### config.mk
export PLATFORM = sky130hd
export DESIGN_NAME = buddy_free_block_coalescer
export DESIGN_NICKNAME = d
export VERILOG_FILES = /design/src/hw/rtl/bfbc_pkg.sv /design/src/hw/rtl/bfbc_dp.sv /design/src/hw/rtl/bfbc_ctrl.sv /design/src/hw/rtl/buddy_free_block_coalescer.sv
export SDC_FILE = /design/constraint.sdc
export NUM_CORES = 2
export LEC_CHECK = 0
export BUFFER_PORTS_ARGS = -buffer_cell sky130_fd_sc_hd__buf_2
export CAP_MARGIN = 20
export CORE_AREA = 5 5 335 501
export DETAILED_ROUTE_END_ITERATION = 16
export DIE_AREA = 0 0 340 506
export PLACE_DENSITY_LB_ADDON = 0.05
export SLEW_MARGIN = 20
export SYNTH_ARGS = -nofsm -noshare
export SYNTH_HDL_FRONTEND = slang
export SYNTH_SLANG_ARGS = --single-unit
### constraint.sdc
create_clock -name clk -period 5.1 [get_ports clk]
set_clock_uncertainty 0.1 [all_clocks]
set_input_delay 0 -clock clk [delete_from_list [all_inputs] [get_ports clk]]
set_output_delay 0 -clock clk [all_outputs]
set_load 0.02 [all_outputs]
### src/hw/rtl/bfbc_pkg.sv
// shared constants, command codes and control structs for the buddy free block coalescer
// no dependencies; imported by bfbc_ctrl, bfbc_dp, buddy_free_block_coalescer and its testbench
package bfbc_pkg;

  // map geometry
  localparam int ADDR_BITS = 10;
  localparam int MAX_ORDER = 10;
  localparam int TOP_ORDER = (MAX_ORDER < ADDR_BITS) ? MAX_ORDER : ADDR_BITS;

  // port field widths
  localparam int ORDER_W  = 4;
  localparam int ADDR_W   = 10;
  localparam int STATUS_W = 2;

  // free map storage: heap-indexed bits packed into words
  localparam int SLOT_W    = ADDR_BITS + 1;
  localparam int WORD_LOG  = (ADDR_BITS >= 5) ? 5 : ADDR_BITS;
  localparam int WORD_BITS = 1 << WORD_LOG;
  localparam int ROW_BITS  = SLOT_W - WORD_LOG;
  localparam int ROWS      = 1 << ROW_BITS;

  // opcodes
  localparam logic OP_RELEASE = 1'b0;
  localparam logic OP_SCAN    = 1'b1;

  // status codes
  localparam logic [STATUS_W-1:0] ST_OK        = 2'd0;
  localparam logic [STATUS_W-1:0] ST_BAD_ORDER = 2'd1;
  localparam logic [STATUS_W-1:0] ST_MISALIGN  = 2'd2;
  localparam logic [STATUS_W-1:0] ST_DUP_FREE  = 2'd3;

  // datapath command codes
  localparam int DP_OP_W = 4;
  localparam logic [DP_OP_W-1:0] DP_NOP        = 4'd0;
  localparam logic [DP_OP_W-1:0] DP_CLEAR      = 4'd1;
  localparam logic [DP_OP_W-1:0] DP_LOAD       = 4'd2;
  localparam logic [DP_OP_W-1:0] DP_SET_ERR    = 4'd3;
  localparam logic [DP_OP_W-1:0] DP_ORDER_INIT = 4'd4;
  localparam logic [DP_OP_W-1:0] DP_ORDER_UP   = 4'd5;
  localparam logic [DP_OP_W-1:0] DP_READ       = 4'd6;
  localparam logic [DP_OP_W-1:0] DP_MRG_STEP   = 4'd7;
  localparam logic [DP_OP_W-1:0] DP_SCAN_INIT  = 4'd8;
  localparam logic [DP_OP_W-1:0] DP_SCAN_STEP  = 4'd9;
  localparam logic [DP_OP_W-1:0] DP_EMIT       = 4'd10;

  typedef struct packed {
    logic [DP_OP_W-1:0]  op;
    logic [STATUS_W-1:0] code;
  } dp_cmd_t;

  typedef struct packed {
    logic err_order;
    logic err_align;
    logic is_scan;
    logic scan_empty;
    logic blk_free;
    logic at_top;
    logic buddy_free;
    logic scan_hit;
    logic last_row;
    logic clear_last;
  } dp_stat_t;

endpackage

### src/hw/rtl/bfbc_dp.sv
// datapath of the coalescer: free map memory, request registers, result registers
// depends on bfbc_pkg; driven by commands from bfbc_ctrl
module bfbc_dp (
  input  logic                             clk,
  input  logic                             rst,
  input  bfbc_pkg::dp_cmd_t                cmd,
  output bfbc_pkg::dp_stat_t               stat,
  input  logic                             opcode,
  input  logic [bfbc_pkg::ORDER_W-1:0]     block_order,
  input  logic [bfbc_pkg::ADDR_W-1:0]      block_address,
  output logic                             done,
  output logic [bfbc_pkg::STATUS_W-1:0]    status,
  output logic                             found,
  output logic [bfbc_pkg::ORDER_W-1:0]     result_order,
  output logic [bfbc_pkg::ADDR_W-1:0]      result_address
);
  import bfbc_pkg::*;

  function automatic logic [ADDR_BITS-1:0] low_mask(input logic [ORDER_W-1:0] k);
    low_mask = ~({ADDR_BITS{1'b1}} << k);
  endfunction

  function automatic logic [SLOT_W-1:0] base_of(input logic [ORDER_W-1:0] k);
    base_of = {1'b1, {ADDR_BITS{1'b0}}} >> k;
  endfunction

  function automatic logic [SLOT_W-1:0] slot_of(input logic [ORDER_W-1:0] k,
                                                 input logic [ADDR_BITS-1:0] a);
    slot_of = base_of(k) + {1'b0, a >> k};
  endfunction

  // request registers
  logic                 op_q;
  logic [ORDER_W-1:0]   k_q;
  logic [ADDR_BITS-1:0] a_q;
  logic [ORDER_W-1:0]   ck;
  logic [SLOT_W-1:0]    scan_slot;
  logic [SLOT_W-1:0]    end_slot;
  logic [SLOT_W-1:0]    rd_slot;
  logic [WORD_BITS-1:0] rd_word;
  logic [ROW_BITS-1:0]  clr_row;

  logic [WORD_BITS-1:0] mem [ROWS];

  // combinational helpers
  logic [SLOT_W-1:0]    base;
  logic [SLOT_W-1:0]    idx_sum;
  logic [SLOT_W-1:0]    idx;
  logic [SLOT_W-1:0]    first_slot;
  logic [SLOT_W-1:0]    last_slot;
  logic [SLOT_W-1:0]    cur_slot;
  logic [SLOT_W-1:0]    rd_addr;
  logic [WORD_LOG-1:0]  bit_pos;
  logic [WORD_LOG-1:0]  buddy_pos;
  logic                 at_top;
  logic                 merge;
  logic [WORD_BITS-1:0] mrg_word;
  logic                 wr_en;
  logic [ROW_BITS-1:0]  wr_row;
  logic [WORD_BITS-1:0] wr_data;
  logic                 rd_en;
  logic                 same_row;
  logic [WORD_LOG-1:0]  lo;
  logic [WORD_LOG-1:0]  hi;
  logic [WORD_BITS-1:0] masked;
  logic [WORD_LOG-1:0]  pos;
  logic                 hit;
  logic [SLOT_W-1:0]    hit_slot;
  logic [SLOT_W-1:0]    hit_off;
  logic [SLOT_W-1:0]    hit_shift;

  always_comb begin
    base       = base_of(k_q);
    idx_sum    = {1'b0, a_q} + {1'b0, low_mask(k_q)};
    idx        = idx_sum >> k_q;
    first_slot = base + idx;
    last_slot  = (base << 1) - SLOT_W'(1);
    cur_slot   = slot_of(ck, a_q);
    rd_addr    = (op_q == OP_SCAN) ? scan_slot : cur_slot;
    bit_pos    = rd_slot[WORD_LOG-1:0];
    buddy_pos  = bit_pos ^ WORD_LOG'(1);
    at_top     = (ck == ORDER_W'(TOP_ORDER));
    merge      = !at_top && rd_word[buddy_pos];
    if (merge) begin
      mrg_word = rd_word & ~(WORD_BITS'(1) << buddy_pos);
    end else begin
      mrg_word = rd_word | (WORD_BITS'(1) << bit_pos);
    end
    rd_en   = (cmd.op == DP_READ);
    wr_en   = (cmd.op == DP_CLEAR) || (cmd.op == DP_MRG_STEP);
    wr_row  = (cmd.op == DP_CLEAR) ? clr_row : rd_slot[SLOT_W-1:WORD_LOG];
    wr_data = (cmd.op == DP_CLEAR) ? '0 : mrg_word;
  end

  // scan window inside the current word and lowest set bit
  always_comb begin
    same_row = (scan_slot[SLOT_W-1:WORD_LOG] == end_slot[SLOT_W-1:WORD_LOG]);
    lo       = scan_slot[WORD_LOG-1:0];
    hi       = same_row ? end_slot[WORD_LOG-1:0] : {WORD_LOG{1'b1}};
    for (int i = 0; i < WORD_BITS; i++) begin
      masked[i] = rd_word[i] && (WORD_LOG'(i) >= lo) && (WORD_LOG'(i) <= hi);
    end
    hit = |masked;
    pos = '0;
    for (int i = WORD_BITS - 1; i >= 0; i--) begin
      if (masked[i]) pos = WORD_LOG'(i);
    end
    hit_slot  = {scan_slot[SLOT_W-1:WORD_LOG], pos};
    hit_off   = hit_slot - base;
    hit_shift = hit_off << k_q;
  end

  always_comb begin
    stat.err_order  = (k_q > ORDER_W'(TOP_ORDER));
    stat.err_align  = ((a_q & low_mask(k_q)) != '0);
    stat.is_scan    = (op_q == OP_SCAN);
    stat.scan_empty = (idx >= base);
    stat.blk_free   = rd_word[bit_pos];
    stat.at_top     = at_top;
    stat.buddy_free = rd_word[buddy_pos];
    stat.scan_hit   = hit;
    stat.last_row   = same_row;
    stat.clear_last = (clr_row == {ROW_BITS{1'b1}});
  end

  // free map memory
  always_ff @(posedge clk) begin
    if (wr_en) begin
      mem[wr_row] <= wr_data;
    end
    if (rd_en) begin
      rd_word <= mem[rd_addr[SLOT_W-1:WORD_LOG]];
    end
  end

  always_ff @(posedge clk) begin
    if (rst) begin
      done    <= 1'b0;
      clr_row <= '0;
    end else begin
      done <= (cmd.op == DP_EMIT);
      if (cmd.op == DP_CLEAR) begin
        clr_row <= clr_row + ROW_BITS'(1);
      end
    end
  end

  always_ff @(posedge clk) begin
    case (cmd.op)
      DP_LOAD: begin
        op_q           <= opcode;
        k_q            <= block_order;
        a_q            <= block_address[ADDR_BITS-1:0];
        status         <= ST_OK;
        found          <= 1'b0;
        result_order   <= block_order;
        result_address <= ADDR_W'(block_address[ADDR_BITS-1:0]);
      end
      DP_SET_ERR: status <= cmd.code;
      DP_ORDER_INIT: ck <= k_q;
      DP_ORDER_UP: ck <= ck + ORDER_W'(1);
      DP_READ: rd_slot <= rd_addr;
      DP_MRG_STEP: begin
        if (merge) begin
          ck <= ck + ORDER_W'(1);
        end else begin
          result_order   <= ck;
          result_address <= ADDR_W'(a_q & ~low_mask(ck));
        end
      end
      DP_SCAN_INIT: begin
        scan_slot      <= first_slot;
        end_slot       <= last_slot;
        result_address <= '0;
      end
      DP_SCAN_STEP: begin
        if (hit) begin
          found          <= 1'b1;
          result_address <= ADDR_W'(hit_shift[ADDR_BITS-1:0]);
        end else begin
          scan_slot <= {scan_slot[SLOT_W-1:WORD_LOG] + ROW_BITS'(1), {WORD_LOG{1'b0}}};
        end
      end
      default: ;
    endcase
  end

endmodule

### src/hw/rtl/bfbc_ctrl.sv
// controller state machine of the coalescer
// depends on bfbc_pkg; sequences bfbc_dp through command and status structs
module bfbc_ctrl (
  input  logic                clk,
  input  logic                rst,
  input  logic                start,
  output logic                busy,
  input  bfbc_pkg::dp_stat_t  stat,
  output bfbc_pkg::dp_cmd_t   cmd
);
  import bfbc_pkg::*;

  localparam logic [3:0] S_CLEAR    = 4'd0;
  localparam logic [3:0] S_IDLE     = 4'd1;
  localparam logic [3:0] S_DECODE   = 4'd2;
  localparam logic [3:0] S_DUP_RD   = 4'd3;
  localparam logic [3:0] S_DUP_CHK  = 4'd4;
  localparam logic [3:0] S_MRG_RD   = 4'd5;
  localparam logic [3:0] S_MRG_ACT  = 4'd6;
  localparam logic [3:0] S_SCAN_RD  = 4'd7;
  localparam logic [3:0] S_SCAN_CHK = 4'd8;
  localparam logic [3:0] S_EMIT     = 4'd9;

  logic [3:0] state;
  logic [3:0] state_next;

  always_ff @(posedge clk) begin
    if (rst) begin
      state <= S_CLEAR;
    end else begin
      state <= state_next;
    end
  end

  assign busy = (state != S_IDLE);

  always_comb begin
    state_next = state;
    cmd.op     = DP_NOP;
    cmd.code   = ST_OK;
    unique case (state)
      S_CLEAR: begin
        cmd.op = DP_CLEAR;
        if (stat.clear_last) state_next = S_IDLE;
      end
      S_IDLE: begin
        if (start) begin
          cmd.op     = DP_LOAD;
          state_next = S_DECODE;
        end
      end
      S_DECODE: begin
        if (stat.err_order) begin
          cmd.op     = DP_SET_ERR;
          cmd.code   = ST_BAD_ORDER;
          state_next = S_EMIT;
        end else if (stat.is_scan) begin
          cmd.op     = DP_SCAN_INIT;
          state_next = stat.scan_empty ? S_EMIT : S_SCAN_RD;
        end else if (stat.err_align) begin
          cmd.op     = DP_SET_ERR;
          cmd.code   = ST_MISALIGN;
          state_next = S_EMIT;
        end else begin
          cmd.op     = DP_ORDER_INIT;
          state_next = S_DUP_RD;
        end
      end
      S_DUP_RD: begin
        cmd.op     = DP_READ;
        state_next = S_DUP_CHK;
      end
      S_DUP_CHK: begin
        if (stat.blk_free) begin
          cmd.op     = DP_SET_ERR;
          cmd.code   = ST_DUP_FREE;
          state_next = S_EMIT;
        end else if (stat.at_top) begin
          cmd.op     = DP_ORDER_INIT;
          state_next = S_MRG_RD;
        end else begin
          cmd.op     = DP_ORDER_UP;
          state_next = S_DUP_RD;
        end
      end
      S_MRG_RD: begin
        cmd.op     = DP_READ;
        state_next = S_MRG_ACT;
      end
      S_MRG_ACT: begin
        cmd.op     = DP_MRG_STEP;
        state_next = (!stat.at_top && stat.buddy_free) ? S_MRG_RD : S_EMIT;
      end
      S_SCAN_RD: begin
        cmd.op     = DP_READ;
        state_next = S_SCAN_CHK;
      end
      S_SCAN_CHK: begin
        cmd.op     = DP_SCAN_STEP;
        state_next = (stat.scan_hit || stat.last_row) ? S_EMIT : S_SCAN_RD;
      end
      S_EMIT: begin
        cmd.op     = DP_EMIT;
        state_next = S_IDLE;
      end
      default: begin
        state_next = S_IDLE;
      end
    endcase
  end

endmodule

### src/hw/rtl/buddy_free_block_coalescer.sv
// top level of the buddy free block coalescer: free map with release merging and scan
// depends on bfbc_pkg, bfbc_ctrl and bfbc_dp
//
//  channel   | handshake            | payload
//  ----------+----------------------+----------------------------------------------
//  request   | start, busy          | opcode, block_order, block_address
//  result    | done (one-cycle)     | status, found, result_order, result_address
//
// a request is taken on a clock edge with start high and busy low; one result per request
// release: one map read and one check per level, from the block's order up to the top order,
//   looking for the block or an enclosing block already free; then one read and one merge
//   step per level while the buddy is free, stopping at the top order
// scan: one map read and one check per 32-bit map word walked at that order
// reset clears all 64 map words, one map word per cycle, and busy stays high meanwhile
// done is high for exactly one cycle; the receiver cannot hold it off
module buddy_free_block_coalescer (
  input  logic                             clk,
  input  logic                             rst,
  input  logic                             start,
  output logic                             busy,
  input  logic                             opcode,
  input  logic [bfbc_pkg::ORDER_W-1:0]     block_order,
  input  logic [bfbc_pkg::ADDR_W-1:0]      block_address,
  output logic                             done,
  output logic [bfbc_pkg::STATUS_W-1:0]    status,
  output logic                             found,
  output logic [bfbc_pkg::ORDER_W-1:0]     result_order,
  output logic [bfbc_pkg::ADDR_W-1:0]      result_address
);
  import bfbc_pkg::*;

  // command and status between sequencer and datapath
  dp_cmd_t  cmd;
  dp_stat_t stat;

  // sequencer: clearing pass, error decode, ancestor check, merge climb, word walk
  bfbc_ctrl u_ctrl (
    .clk   (clk),
    .rst   (rst),
    .start (start),
    .busy  (busy),
    .stat  (stat),
    .cmd   (cmd)
  );

  // datapath: map memory of 32-bit words, request and result registers
  bfbc_dp u_dp (
    .clk            (clk),
    .rst            (rst),
    .cmd            (cmd),
    .stat           (stat),
    .opcode         (opcode),
    .block_order    (block_order),
    .block_address  (block_address),
    .done           (done),
    .status         (status),
    .found          (found),
    .result_order   (result_order),
    .result_address (result_address)
  );

endmodule

==> flow_summary_export.csv <==
group,metric,value,unit
route,wl,279.6,mm
setup_path,end_kind,"flop",
route,routed.top_layer,"met4",
final_layout,mostFrequentLayoutCells,"edfxtp_1 (2,148), a211oi_1 (761), buf_4 (631)",
route,vias,58920,
pwr,power.total,34330,uW
run_status,violations,"negative setup slack",
synth,yosys.area_share.xor_xnor,0.003903,
timing,setup_violations,12,
timing,rsz0062_at_grt,"yes",
setup_path,crit_top_cell,"buf_4",
job,maxCapViolCount,0,
run_status,status,"finished with violations",
placed_design,place_area,103000,um2
setup_path,r2r_slack,-120,ps
synth,netlist_instances,6128,
synth,synth_compound_area_frac,0.1313,
timing,worst_pin_slew,872.7,ps
setup_path,worstPathMaxFanout,9,
pwr,peakVddDrop,0.3255,mV
timing,drv_slew,0,
grt,grt_pass1_wl,391.1,mm
route,dr_wl_met3,16.99,mm
grt,track_usage,0.3106,
route,wl_met2,142.4,mm
cts,clock_latency,840,ps
route,drc,0,
setup_path,cp.arrival,5670,ps
final_layout,drive_above_1_share,0.2420,
hold_path,hp-class,"in2reg",
timing,post-route-worst-setup-slack,-116.9,ps
cts,htree_levels,4,
timing,hold_violations,0,
timing,fin_crit_sh,1.023,
synth,synth_area_leaders,"edfxtp_1 (70%), a211oi_1 (6.7%), mux2i_1 (5.8%)",
placed_design,numPortBuffers,36,
synth,ys_warn_count,0,
synth,synth_fp_nets,6211,
cts,cts_tree,"done",
route,drt-pass1-iter-count,8,
synth,ys_async_sr_fraction,0,
synth,synth_edf_count,2148,
placed_design,dp_cells,8635,
floorplanning,start_util,0.5634,
grt,grt_pass1_vias,57310,
placed_design,gp_congestion,0.8889,
timing,worst_slew_margin_rel,0.4121,
cts,root_buffer,"clkbuf_16",
synth,ys_ff_latch,2159,
synth,synthDistinctLibCells,85,
floorplanning,core,163300,um2
grt,grt_overflow_total,0,
route,drt_iter0_drc,5519,
pwr,pwr_density_cell,302.1,nW/um2
synth,synth_top_family_by_area,"compound AO/OA/AOI/OAI gates",
setup_path,worst_ep_required_time,5550,ps
synth,synth.mux.area_fraction,0.06486,
synth,yosys.area.top_type,"edfxtp_1",
final_layout,instances_no_fill,9151,
final_layout,syn_to_final_growth,23.51,%
cts,clock-sinks,2159,
synth,yosys.area_share.simple,0.06413,
route,wl_met1,105.4,mm
synth,synth_top_area_frac,0.7011,
setup_path,start_kind,"flop",
setup_path,cpPeakStageDelay,530,ps
floorplanning,design.die.area,172000,um2
synth,yosysSeqAreaShare,0.7035,
cts,clk_pin_slew,70,ps
route,viasPerCell,6.439,
floorplanning,rows,182,
cts,clock_path_buffers,3,
grt,grt_max_degree,95,
final_layout,stdcell_area,113600,um2
grt,antenna_found_initial,8,
floorplanning,io_pins,37,
placed_design,dpl.hpwl,172.0,mm
setup_path,crit_type,"reg2reg",
timing,fmax,191.7,MHz
route,wl_per_cell,30.56,um
setup_path,slowest_stage,"or4_1",
pwr,p_leak,0.03957,uW
final_layout,fin_nets,6956,
synth,mappedNetlistArea,92000,um2
floorplanning,die_w,340,um
cts,cts-buffers-inserted,193,
final_layout,mostFrequentLayoutCell,"edfxtp_1",
floorplanning,chipHeight,506,um
synth,synth_adder_area_share,0.009167,
synth,avgSynthCellArea,15.01,um2
setup_path,crit_path_cell_trace,"buf_4 -> buf_4 -> mux4_2 -> o21ai_1 -> o22a_1 -> inv_1 -> ha_4 -> a211oi_4 -> or4_1 -> and4_4 -> buf_12 -> buf_16 -> buf_8 -> buf_4 -> a211oi_1 -> a211oi_4 -> buf_4 -> a2111oi_1 -> buf_4 -> or4_4 -> a221oi_4",
route,ant_nets,0,
timing,period_needed,5217,ps
synth,synth_ff_type,"edfxtp_1",
-- final cells by class --
class / instances / area (um2)
Clock buffer: 237 / 5132
Multi-Input combinational cell: 3448 / 28140
Clock inverter: 118 / 1222
Antenna cell: 2 / 5.005
Timing Repair Buffer: 1010 / 11520
Sequential cell: 2159 / 64720
Fill cell: 10880 / 49650
Inverter: 61 / 241.5
Tap cell: 2116 / 2648
-- metrics by stage --
step	hold slack, ps	util	TNS (ps)	setup slack (ps)
floorplan	-1.131	-	-972180	-470.9
global placement	101.0	0.6305	-9687	-716.8
detailed placement	99.44	0.6306	-11390	-792.7
CTS	11.49	0.6772	-83.82	-67.22
global route	58.88	0.6959	-2188	-148.3
finish	82.60	0.6959	-559.9	-116.9
-- flip-flops by register name (all words and copies together) (netlist names) --
name,count
u_dp.done,1
u_dp.scan_slot,11
u_dp.mem,2048
u_dp.k_q,4
u_dp.found,1
u_dp.clr_row,6
u_dp.rd_slot,11
u_dp.rd_word,32
u_dp.ck,4
u_dp.result_order,4
u_dp.end_slot,10
u_dp.result_address,10
u_dp.a_q,10
u_dp.status,2
u_ctrl.state,4
u_dp.op_q,1
-- worst paths after layout --
path | from | endpoint | cells past startpoint
setup reg to reg | u_dp.ck[0] | u_dp.rd_word[25] | 21
setup / recovery | u_dp.ck[0] | u_dp.rd_word[25] | 21
hold / removal | block_address[9] | u_dp.result_address[9] | 4
hold reg to reg | u_dp.clr_row[3] | u_dp.clr_row[3] | 2
-- cells by family (layout without fill, tap and decap cells) --
logic type      Yosys count  count (layout)
flops                  2159            2159
compound gates         1728            1728
simple gates           1048            1049
mux                     565             565
buf+inv                 522            1426
fa+ha+maj                65              65
xor+xnor                 41              41
other cells               0               2
-- critical path: cells and delay by family (launching register included) --
| kind | cells | cell delay, ps |
|---|---|---|
| flip-flops | 1 | 480 |
| AND/OR/NAND/NOR | 3 | 900 |
| AO/OA/AOI/OAI | 7 | 1420 |
| multiplexers | 1 | 320 |
| buffers and inverters | 9 | 1390 |
| adder cells (fa/ha/maj) | 1 | 280 |
-- what timing repair did --
action,CTS,global route
setup buffers,11,89
setup endpoints to repair,39,935
hold buffers,35,0
hold endpoints to repair,68,0
pin swaps,13,129
cloned,7,28
resized for setup,130,375
-- synthesized netlist by cell type, types with 7 or more instances --
cell type,number
a2111oi_0,129
a211o_1,36
a211oi_1,815
a21o_1,15
a21oi_1,340
a221oi_1,67
a22o_1,7
a31oi_1,26
and2_1,19
and3_1,8
buf_1,39
buf_2,95
buf_4,8
clkbuf_1,316
dfxtp_1,11
edfxtp_1,2148
ha_1,61
inv_1,57
mux2_2,9
mux2i_1,532
mux4_2,23
nand2_1,114
nand2b_1,18
nand3_1,47
nand4_1,9
nor2_1,172
nor2b_1,533
nor3_1,24
nor4_1,15
o211ai_1,7
o21ai_0,153
o21bai_1,20
o22ai_1,9
o31ai_1,37
or2_2,8
or3_1,9
or4_1,36
xnor2_1,19
xor2_1,22
-- layer usage --
metal / track usage / up-vias
met5: 0 / -
met4: 0.1339 / 0
met3: 0.03797 / 567
met2: 0.5416 / 2287
met1: 0.3949 / 30080
li1: - / 25990
-- report_power, final --
| group | switching [uW] | internal, uW | total (uW) |
|---|---|---|---|
| clock network | 6430 | 8280 | 14700 |
| registers | 24.9 | 19300 | 19300 |
| logic | 178 | 106 | 284 |
Power figures use the tool's default switching activity.
